**src/hw/rtl/fm_chip_timer_status_port_macros.svh**
```systemverilog
// Assertion helpers for the timer port RTL.
`ifndef FM_CHIP_TIMER_STATUS_PORT_MACROS_SVH
`define FM_CHIP_TIMER_STATUS_PORT_MACROS_SVH

// Consequent must hold in the same cycle as the antecedent.
`define FMTMR_ASSERT_SAME(label, clk, rst, ante, cons) \
  label: assert property (@(posedge clk) disable iff (rst) (ante) |-> (cons)) \
    else $error("fmtmr: same-cycle check failed");

// Consequent must hold in the cycle after the antecedent.
`define FMTMR_ASSERT_NEXT(label, clk, rst, ante, cons) \
  label: assert property (@(posedge clk) disable iff (rst) (ante) |=> (cons)) \
    else $error("fmtmr: next-cycle check failed");

`endif

```
**src/hw/rtl/fmtmr_pkg.sv**
```systemverilog
package fmtmr_pkg;

  // Operation codes
  localparam logic [1:0] OP_WRITE   = 2'd0;
  localparam logic [1:0] OP_READ    = 2'd1;
  localparam logic [1:0] OP_ADVANCE = 2'd2;

  // Bus ports
  localparam logic [1:0] PORT_ADDR      = 2'd0;
  localparam logic [1:0] PORT_DATA      = 2'd1;
  localparam logic [1:0] PORT_HIGH_ADDR = 2'd2;

  // Timer register numbers
  localparam logic [8:0] REG_TIMER1 = 9'h002;
  localparam logic [8:0] REG_TIMER2 = 9'h003;
  localparam logic [8:0] REG_CTRL   = 9'h004;

  // Control register bits
  localparam int CTRL_STOP_ALL = 7;
  localparam int CTRL_MASK_T1  = 6;
  localparam int CTRL_MASK_T2  = 5;
  localparam int CTRL_EN_T2    = 1;
  localparam int CTRL_EN_T1    = 0;

  // Status byte
  localparam logic [7:0] STAT_ANY       = 8'h80;
  localparam logic [7:0] STAT_T1        = 8'h40;
  localparam logic [7:0] STAT_T2        = 8'h20;
  localparam logic [7:0] STAT_HIGH_BANK = 8'hFF;

  // Configuration registers
  localparam logic CFG_TIMER1_TICK = 1'b0;
  localparam logic CFG_TIMER2_TICK = 1'b1;
  localparam logic [15:0] TIMER1_TICK_RESET = 16'd80;
  localparam logic [15:0] TIMER2_TICK_RESET = 16'd320;

  // Timer arithmetic
  localparam logic [8:0] TIMER_COUNTS = 9'h100;
  localparam int SPAN_W = 25;

  typedef struct packed {
    logic [1:0]  op;
    logic [1:0]  port;
    logic [7:0]  write_value;
    logic [15:0] elapsed_us;
  } item_t;

  typedef struct packed {
    logic [7:0] read_data;
    logic       fwd_valid;
    logic [8:0] fwd_reg;
    logic [7:0] fwd_value;
  } result_t;

  typedef struct packed {
    logic [15:0] timer1_tick_us;
    logic [15:0] timer2_tick_us;
  } cfg_t;

endpackage

```
**src/hw/rtl/fmtmr_in_stage.sv**
```systemverilog
module fmtmr_in_stage (
  input  logic              clk,
  input  logic              rst,
  input  logic              in_valid,
  output logic              in_ready,
  input  fmtmr_pkg::item_t  in_item,
  output logic              s_valid,
  output fmtmr_pkg::item_t  s_item,
  input  logic              s_take
);

  logic             held;
  fmtmr_pkg::item_t item;

  assign in_ready = !held || s_take;
  assign s_valid  = held;
  assign s_item   = item;

  always_ff @(posedge clk) begin
    if (rst) begin
      held <= 1'b0;
    end else if (in_valid && in_ready) begin
      held <= 1'b1;
    end else if (s_take) begin
      held <= 1'b0;
    end
  end

  always_ff @(posedge clk) begin
    if (in_valid && in_ready) begin
      item <= in_item;
    end
  end

endmodule

```
**src/hw/rtl/fmtmr_core.sv**
```systemverilog
`include "fm_chip_timer_status_port_macros.svh"

module fmtmr_core (
  input  logic                clk,
  input  logic                rst,
  input  logic                fire,
  input  fmtmr_pkg::item_t    item,
  input  fmtmr_pkg::cfg_t     cfg,
  output fmtmr_pkg::result_t  result
);

  logic [8:0]  selected_reg;
  logic [63:0] now_us;
  logic [7:0]  t1_preload;
  logic [7:0]  t2_preload;
  logic        t1_on;
  logic        t2_on;
  logic [63:0] t1_expiry;
  logic [63:0] t2_expiry;

  logic [8:0]  selected_reg_next;
  logic [63:0] now_us_next;
  logic [7:0]  t1_preload_next;
  logic [7:0]  t2_preload_next;
  logic        t1_on_next;
  logic        t2_on_next;
  logic [63:0] t1_expiry_next;
  logic [63:0] t2_expiry_next;

  logic [7:0]                     t1_arm_preload;
  logic [7:0]                     t2_arm_preload;
  logic [8:0]                     t1_counts;
  logic [8:0]                     t2_counts;
  logic [fmtmr_pkg::SPAN_W-1:0]   t1_span;
  logic [fmtmr_pkg::SPAN_W-1:0]   t2_span;
  logic [63:0]                    t1_arm;
  logic [63:0]                    t2_arm;
  logic                           t1_fired;
  logic                           t2_fired;
  logic                           ctrl_stop;

  // A preload write to a running timer re-arms it with the byte being written.
  assign t1_arm_preload = (selected_reg == fmtmr_pkg::REG_TIMER1) ? item.write_value
                                                                  : t1_preload;
  assign t2_arm_preload = (selected_reg == fmtmr_pkg::REG_TIMER2) ? item.write_value
                                                                  : t2_preload;

  assign t1_counts = fmtmr_pkg::TIMER_COUNTS - {1'b0, t1_arm_preload};
  assign t2_counts = fmtmr_pkg::TIMER_COUNTS - {1'b0, t2_arm_preload};
  assign t1_span   = fmtmr_pkg::SPAN_W'(t1_counts) * fmtmr_pkg::SPAN_W'(cfg.timer1_tick_us);
  assign t2_span   = fmtmr_pkg::SPAN_W'(t2_counts) * fmtmr_pkg::SPAN_W'(cfg.timer2_tick_us);
  assign t1_arm    = now_us + 64'(t1_span);
  assign t2_arm    = now_us + 64'(t2_span);

  assign t1_fired  = t1_on && (now_us > t1_expiry);
  assign t2_fired  = t2_on && (now_us > t2_expiry);
  assign ctrl_stop = item.write_value[fmtmr_pkg::CTRL_STOP_ALL];

  always_comb begin
    selected_reg_next = selected_reg;
    now_us_next       = now_us;
    t1_preload_next   = t1_preload;
    t2_preload_next   = t2_preload;
    t1_on_next        = t1_on;
    t2_on_next        = t2_on;
    t1_expiry_next    = t1_expiry;
    t2_expiry_next    = t2_expiry;
    result            = '0;

    case (item.op)
      fmtmr_pkg::OP_WRITE: begin
        case (item.port)
          fmtmr_pkg::PORT_ADDR: begin
            selected_reg_next = {1'b0, item.write_value};
          end
          fmtmr_pkg::PORT_HIGH_ADDR: begin
            selected_reg_next = {1'b1, item.write_value};
          end
          fmtmr_pkg::PORT_DATA: begin
            case (selected_reg)
              fmtmr_pkg::REG_TIMER1: begin
                t1_preload_next = item.write_value;
                if (t1_on) begin
                  t1_expiry_next = t1_arm;
                end
              end
              fmtmr_pkg::REG_TIMER2: begin
                t2_preload_next = item.write_value;
                if (t2_on) begin
                  t2_expiry_next = t2_arm;
                end
              end
              fmtmr_pkg::REG_CTRL: begin
                if (ctrl_stop) begin
                  // Stop both; expiry values stay as they were.
                  t1_on_next = 1'b0;
                  t2_on_next = 1'b0;
                end else begin
                  if (!item.write_value[fmtmr_pkg::CTRL_MASK_T1]) begin
                    t1_on_next = item.write_value[fmtmr_pkg::CTRL_EN_T1];
                    if (item.write_value[fmtmr_pkg::CTRL_EN_T1]) begin
                      t1_expiry_next = t1_arm;
                    end
                  end
                  if (!item.write_value[fmtmr_pkg::CTRL_MASK_T2]) begin
                    t2_on_next = item.write_value[fmtmr_pkg::CTRL_EN_T2];
                    if (item.write_value[fmtmr_pkg::CTRL_EN_T2]) begin
                      t2_expiry_next = t2_arm;
                    end
                  end
                end
              end
              default: begin
                result.fwd_valid = 1'b1;
                result.fwd_reg   = selected_reg;
                result.fwd_value = item.write_value;
              end
            endcase
          end
          default: ;
        endcase
      end
      fmtmr_pkg::OP_READ: begin
        if (item.port == fmtmr_pkg::PORT_HIGH_ADDR) begin
          result.read_data = fmtmr_pkg::STAT_HIGH_BANK;
        end else begin
          if (t1_fired) begin
            result.read_data = result.read_data | fmtmr_pkg::STAT_ANY | fmtmr_pkg::STAT_T1;
          end
          if (t2_fired) begin
            result.read_data = result.read_data | fmtmr_pkg::STAT_ANY | fmtmr_pkg::STAT_T2;
          end
        end
      end
      fmtmr_pkg::OP_ADVANCE: begin
        now_us_next = now_us + 64'(item.elapsed_us);
      end
      default: ;
    endcase
  end

  always_ff @(posedge clk) begin
    if (rst) begin
      selected_reg <= '0;
      now_us       <= '0;
      t1_preload   <= '0;
      t2_preload   <= '0;
      t1_on        <= 1'b0;
      t2_on        <= 1'b0;
      t1_expiry    <= '0;
      t2_expiry    <= '0;
    end else if (fire) begin
      selected_reg <= selected_reg_next;
      now_us       <= now_us_next;
      t1_preload   <= t1_preload_next;
      t2_preload   <= t2_preload_next;
      t1_on        <= t1_on_next;
      t2_on        <= t2_on_next;
      t1_expiry    <= t1_expiry_next;
      t2_expiry    <= t2_expiry_next;
    end
  end

  `FMTMR_ASSERT_NEXT(a_advance_adds, clk, rst, fire && (item.op == fmtmr_pkg::OP_ADVANCE), now_us == $past(now_us) + 64'($past(item.elapsed_us)))
  `FMTMR_ASSERT_NEXT(a_idle_holds, clk, rst, !fire, $stable(now_us) && $stable(t1_on) && $stable(t2_on) && $stable(selected_reg))
  `FMTMR_ASSERT_NEXT(a_stop_all, clk, rst, fire && (item.op == fmtmr_pkg::OP_WRITE) && (item.port == fmtmr_pkg::PORT_DATA) && (selected_reg == fmtmr_pkg::REG_CTRL) && ctrl_stop, !t1_on && !t2_on)
  `FMTMR_ASSERT_SAME(a_fwd_only_write, clk, rst, result.fwd_valid, (item.op == fmtmr_pkg::OP_WRITE) && (result.read_data == 8'h00))

endmodule

```
**src/hw/rtl/fmtmr_out_stage.sv**
```systemverilog
module fmtmr_out_stage (
  input  logic                clk,
  input  logic                rst,
  input  logic                r_valid,
  output logic                r_ready,
  input  fmtmr_pkg::result_t  r_data,
  output logic                out_valid,
  input  logic                out_ready,
  output fmtmr_pkg::result_t  out_data
);

  logic               full;
  fmtmr_pkg::result_t data;

  assign r_ready   = !full || out_ready;
  assign out_valid = full;
  assign out_data  = data;

  always_ff @(posedge clk) begin
    if (rst) begin
      full <= 1'b0;
    end else if (r_valid && r_ready) begin
      full <= 1'b1;
    end else if (out_ready) begin
      full <= 1'b0;
    end
  end

  always_ff @(posedge clk) begin
    if (r_valid && r_ready) begin
      data <= r_data;
    end
  end

endmodule

```
**src/hw/rtl/fm_chip_timer_status_port.sv**
```systemverilog
// Timer section of an FM sound chip register port.
// Input channel (in_valid/in_ready) carries one bus operation per transaction:
// an address write, a data write, a status read or a time advance. Output
// channel (out_valid/out_ready) returns exactly one result per input
// transaction, in order: the status byte for a read, the forwarded register
// write for a non-timer data write, zeros otherwise.
// Configuration: cfg_we writes cfg_data into the tick period selected by
// cfg_index (0 timer one, 1 timer two); write only while the block is idle.
// A transaction is registered at the input stage when accepted; its result
// is computed combinationally by the core and registered at the output
// stage. Throughput: one transaction per cycle while the receiver does not
// stall, set by the combinational update of the timer state (a 9x16
// multiply and a 64-bit add per timer).
// When the receiver stalls, the result holds in the output register and one
// more transaction is still accepted into the input register; further input
// waits until out_ready returns.
// Reset (rst, synchronous) clears the clock, timers and register select and
// loads tick periods of 80 and 320 microseconds.
module fm_chip_timer_status_port (
  input  logic        clk,
  input  logic        rst,
  input  logic        in_valid,
  output logic        in_ready,
  input  logic [1:0]  op,
  input  logic [1:0]  port,
  input  logic [7:0]  write_value,
  input  logic [15:0] elapsed_us,
  output logic        out_valid,
  input  logic        out_ready,
  output logic [7:0]  read_data,
  output logic        fwd_valid,
  output logic [8:0]  fwd_reg,
  output logic [7:0]  fwd_value,
  input  logic        cfg_we,
  input  logic        cfg_index,
  input  logic [15:0] cfg_data
);

  fmtmr_pkg::item_t   in_item;
  fmtmr_pkg::item_t   s_item;
  fmtmr_pkg::result_t r_data;
  fmtmr_pkg::result_t out_data;
  fmtmr_pkg::cfg_t    cfg;
  logic               s_valid;
  logic               r_ready;
  logic               s_take;

  assign in_item.op          = op;
  assign in_item.port        = port;
  assign in_item.write_value = write_value;
  assign in_item.elapsed_us  = elapsed_us;

  assign s_take = s_valid && r_ready;

  always_ff @(posedge clk) begin
    if (rst) begin
      cfg.timer1_tick_us <= fmtmr_pkg::TIMER1_TICK_RESET;
      cfg.timer2_tick_us <= fmtmr_pkg::TIMER2_TICK_RESET;
    end else if (cfg_we) begin
      case (cfg_index)
        fmtmr_pkg::CFG_TIMER1_TICK: cfg.timer1_tick_us <= cfg_data;
        fmtmr_pkg::CFG_TIMER2_TICK: cfg.timer2_tick_us <= cfg_data;
        default: ;
      endcase
    end
  end

  fmtmr_in_stage u_in (
    .clk      (clk),
    .rst      (rst),
    .in_valid (in_valid),
    .in_ready (in_ready),
    .in_item  (in_item),
    .s_valid  (s_valid),
    .s_item   (s_item),
    .s_take   (s_take)
  );

  fmtmr_core u_core (
    .clk    (clk),
    .rst    (rst),
    .fire   (s_take),
    .item   (s_item),
    .cfg    (cfg),
    .result (r_data)
  );

  fmtmr_out_stage u_out (
    .clk       (clk),
    .rst       (rst),
    .r_valid   (s_valid),
    .r_ready   (r_ready),
    .r_data    (r_data),
    .out_valid (out_valid),
    .out_ready (out_ready),
    .out_data  (out_data)
  );

  assign read_data = out_data.read_data;
  assign fwd_valid = out_data.fwd_valid;
  assign fwd_reg   = out_data.fwd_reg;
  assign fwd_value = out_data.fwd_value;

endmodule
```
**config.mk**
```make
export PLATFORM = sky130hd
export DESIGN_NAME = fm_chip_timer_status_port
export DESIGN_NICKNAME = d
export VERILOG_FILES = /design/src/hw/rtl/fmtmr_pkg.sv /design/src/hw/rtl/fmtmr_in_stage.sv /design/src/hw/rtl/fmtmr_core.sv /design/src/hw/rtl/fmtmr_out_stage.sv /design/src/hw/rtl/fm_chip_timer_status_port.sv
export VERILOG_INCLUDE_DIRS = /design/src /design/src/hw/rtl
export SDC_FILE = /design/constraint.sdc
export NUM_CORES = 2
export LEC_CHECK = 0
export ABC_AREA = 0
export BUFFER_PORTS_ARGS = -buffer_cell sky130_fd_sc_hd__buf_2
export CELL_PAD_IN_SITES_DETAIL_PLACEMENT = 0
export CELL_PAD_IN_SITES_GLOBAL_PLACEMENT = 1
export CORE_MARGIN = 1.5
export CORE_UTILIZATION = 53
export DETAILED_ROUTE_END_ITERATION = 8
export HOLD_SLACK_MARGIN = 0.08
export PLACE_DENSITY_LB_ADDON = 0.1
export SYNTH_ARGS = -nofsm -noshare
export SYNTH_HDL_FRONTEND = slang
export SYNTH_SLANG_ARGS = --single-unit
```
**constraint.sdc**
```tcl
create_clock -name clk -period 12.8 [get_ports clk]
set_input_delay 3.2 -clock clk [delete_from_list [all_inputs] [get_ports clk]]
set_output_delay 3.2 -clock clk [all_outputs]
set_load 0.02 [all_outputs]
```
==> metrics.md <==
| Metric | Value |
|---|---|
| Post-synthesis mux area share | `1.29%` |
| TritonCTS Sinks | `303` |
| Reg clk slew, reported paths | `0.06 ns` |
| Main combinational cell family by area after synthesis | `adder cells` |
| CTS Root Cell | `clkbuf_16` |
| Adder-Cell Fraction of Synth Area | `29.7%` |
| Cell Rows | `83` |
| Avg Cell Area, Syn | `8.47 µm²` |
| Final setup vio count | `0` |
| Layout area overhead | `7.39%` |
| Top-count cell post-synth | `inv_1` |
| # IOs | `78` |
| Setup TNS | `0 ns` |
| # hold bufs at CTS | `0` |
| Internal | `0.00168 W` |
| Crit path time final | `9.59 ns` |
| Hold Vio Cnt, Final | `0` |
| Design area | `29400 µm²` |
| Routed wire length | `81.4 mm` |
| Clk network pwr share | `44.3%` |
| CTS Buffer Depth | `3` |
| Final Cycle Share | `74.9%` |
| RSZ-0062 raised after global routing | `false` |
| Leading area contributor after synthesis | `dfxtp_1` |
| P_sw | `0.000650 W` |
| Via density | `5.78` |
| Pins Over Slew Limit | `0` |
| Compound-gate portion of the synthesized area | `13.6%` |
| Number of DRC markers in iteration 0 | `1939` |
| CP required | `13.25 ns` |
| Ys Warns | `0` |
| PwrDens | `79.2 nW/µm²` |
| CP max FO | `19` |
| Leak | `13.0 nW` |
| Fin util | `57.5%` |
| Layout cells sized above 1 | `5.94%` |
| Worst vdd rail ir drop | `0.117 mV` |
| Max_slew headroom | `18.2%` |
| Via Count | `22607` |
| DRC | `0` |
| Full die area | `53100 µm²` |
| Cells after Synth | `3232` |
| Starting Density | `53.5%` |
| Core area | `51200 µm²` |
| Top cell type's share of synthesized area | `18.5%` |
| TritonCTS Buffers | `37` |
| Comb pwr share | `12.1%` |
| Post-CTS Setup Bufs | `0` |
| Status | `finished clean` |
| Synth cell count leaders | `inv_1, nand2_1, ha_1, a21oi_1, dfxtp_1` |
| IO Port Bufs | `77` |
| First-pass GRT wire length | `128 mm` |
| CP startpoint kind | `flip-flop` |
| Final ANT Viol Nets | `0` |
| Asr flop ratio synth | `0%` |
| Post-Syn Area | `27400 µm²` |
| Final GP Congestion | `0.929` |
| Htree depth | `2` |
| CTS tree | `yes` |
| Synth cell types | `71` |
| Sw Share | `27.9%` |
| NumNets Final | `3761` |
| Top cells by area, synth | `dfxtp_1, fa_1, ha_1` |
| Crit path DAT | `10.04 ns` |
| Synth Flop Type | `dfxtp_1` |
| Fmax | `0.104 GHz` |
| Post-DP Area | `28200 µm²` |
| Syn_nets | `3787` |
| Clock latency on the worst-skew pair | `0.57 ns` |
| Die Ht | `230 µm` |
| XOR/XNOR share of the synthesized area | `4.32%` |
| Slew of the pin with the lowest slew margin | `1.23 ns` |
| Initial antenna violation count | `13` |
| CP endpoint kind | `flip-flop` |
| Dpl hpwl | `62.4 mm` |
| Top flop regs | `u_core.now_us: 64 flops, u_core.t1_expiry: 64 flops, u_core.t2_expiry: 64 flops` |
| Register area share after synthesis | `24.0%` |
| #FFs+latches synth | `303` |
| Resize count post-CTS | `0` |
| Sequential share of power | `43.6%` |
| Clk_skew | `0.0267 ns` |
| Fillers | `4673` |
| Setup CP Type | `flip-flop to flip-flop` |
| Post-synth EDFFs | `50` |
| Die X | `230 µm` |
| Vias in the first global route | `22405` |
| Routed wire per std cell | `20.8 µm` |
| Largest net degree at the start of global routing | `101` |
| All-Layer GR Usage | `31.3%` |
| Hold/Removal Path Class | `flip-flop to flip-flop` |
| Simple-Gate Fraction of Synth Area | `19.0%` |
| Max_cap viols | `0` |
| Iteration count of the initial detailed-routing pass | `6` |
| Grt ovf | `0` |
==> layout by cell type, fill, tap and decap left out, drive strengths merged, types with 6 or more instances in the layout <==
cell / netlist / final
a211oi: 64 / 64
a21boi: 6 / 6
a21o: 78 / 78
a21oi: 256 / 256
a311oi: 10 / 10
a31o: 6 / 6
a31oi: 11 / 11
and2: 204 / 204
and3: 16 / 16
and4: 9 / 9
buf: 48 / 106
clkbuf: 124 / 50
clkinv: 0 / 12
dfxtp: 253 / 253
edfxtp: 50 / 50
fa: 241 / 241
ha: 264 / 264
inv: 410 / 411
mux2i: 32 / 32
nand2: 343 / 343
nand2b: 8 / 8
nand3: 45 / 45
nand4: 57 / 57
nor2: 215 / 215
nor2b: 17 / 17
nor3: 56 / 56
nor4: 12 / 12
o211ai: 9 / 9
o21a: 7 / 7
o21ai: 126 / 126
o21bai: 9 / 9
or2: 8 / 8
or3: 50 / 50
xnor2: 116 / 116
xor2: 19 / 19
==> cell type report <==
cell class                      count  area, µm²  area share, %
Multi-Input combinational cell   2347      18700           63.5
Sequential cell                   303       6570           22.3
Inverter                          410       1540           5.23
Clock buffer                       49        991           3.37
Tap cell                          680        851           2.89
Timing Repair Buffer              107        619           2.11
Clock inverter                     15        181          0.617
Antenna cell                        1       2.50        0.00851
==> through the flow <==
stage | total power [W] | hold WS (ns) | worst slack [ns] | cells
after global routing | 0.00243 | 0.466 | 2.71 | 3911
after floorplan | 0.00122 | 0.416 | 4.74 | 3232
after detailed placement | 0.00132 | 0.436 | 3.40 | 3847
after global placement | 0.00131 | 0.433 | 3.56 | 3847
after CTS | 0.00235 | 0.444 | 3.35 | 3911
final | 0.00233 | 0.445 | 3.21 | 3912
==> cells by family after synthesis <==
group / Yosys count
and+or+nand+nor: 1060
xor gates and xnor gates: 135
DFF: 303
muxes: 35
adders and majority gates: 505
buffers and inverters: 582
AOI/OAI and AO/OA: 612
==> power by group through the flow <==
| stage | Sequential [W] | Combinational, W | Clock (W) |
|---|---|---|---|
| 3_5_place_dp | 0.00104 | 0.000281 | 0 |
| 2_1_floorplan | 0.00101 | 0.000202 | 0 |
| 6_report | 0.00102 | 0.000282 | 0.00103 |
| 5_1_grt | 0.00102 | 0.000317 | 0.00109 |
| 3_3_place_gp | 0.00104 | 0.000277 | 0 |
| 4_1_cts | 0.00102 | 0.000284 | 0.00105 |
==> path summary, 6_finish.rpt <==
| check | start | endpoint | slack [ns] | cells after the start |
|---|---|---|---|---|
| setup / recovery | u_core.selected_reg[4]$_SDFFE_PP0P_ | u_core.t2_expiry[45]$_SDFFE_PP0P_ | 3.21 | 25 |
| hold / removal | u_core.t1_expiry[39]$_SDFFE_PP0P_ | u_core.t1_expiry[39]$_SDFFE_PP0P_ | 0.44 | 2 |
| setup reg to reg | u_core.selected_reg[4]$_SDFFE_PP0P_ | u_core.t2_expiry[45]$_SDFFE_PP0P_ | 3.21 | 25 |
| hold reg to reg | u_core.t1_expiry[39]$_SDFFE_PP0P_ | u_core.t1_expiry[39]$_SDFFE_PP0P_ | 0.44 | 2 |
==> worst max-delay path, cell delays in order, from the launching register on <==
cell       delay, ns
dfxtp_1         0.33
nor4_2          0.34
nand4_1         0.62
mux2_2          0.72
inv_1           0.16
ha_1            0.19
o21ai_0         0.33
nor3_2          1.00
and2_1          0.28
fa_1            0.42
fa_1            0.52
fa_1            0.52
fa_1            0.55
inv_1           0.05
fa_1            0.50
inv_1           0.04
ha_1            0.37
a21o_1          0.22
a21oi_1         0.18
o221ai_1        0.14
a31oi_1         0.47
a2111oi_2       0.25
o21ai_1         0.65
a21oi_1         0.18
xnor2_1         0.15
a211oi_1        0.25
==> layer usage <==
layer / vias up / share of wire (%) / GRT usage [%]
li1: 10647 / - / -
met1: 11143 / 46 / 45.4
met2: 702 / 45 / 48.9
met3: 107 / 7.4 / 5.50
met4: 8 / 1.8 / 6.37
met5: - / 0.050 / 0
Power figures use the tool's default switching activity.
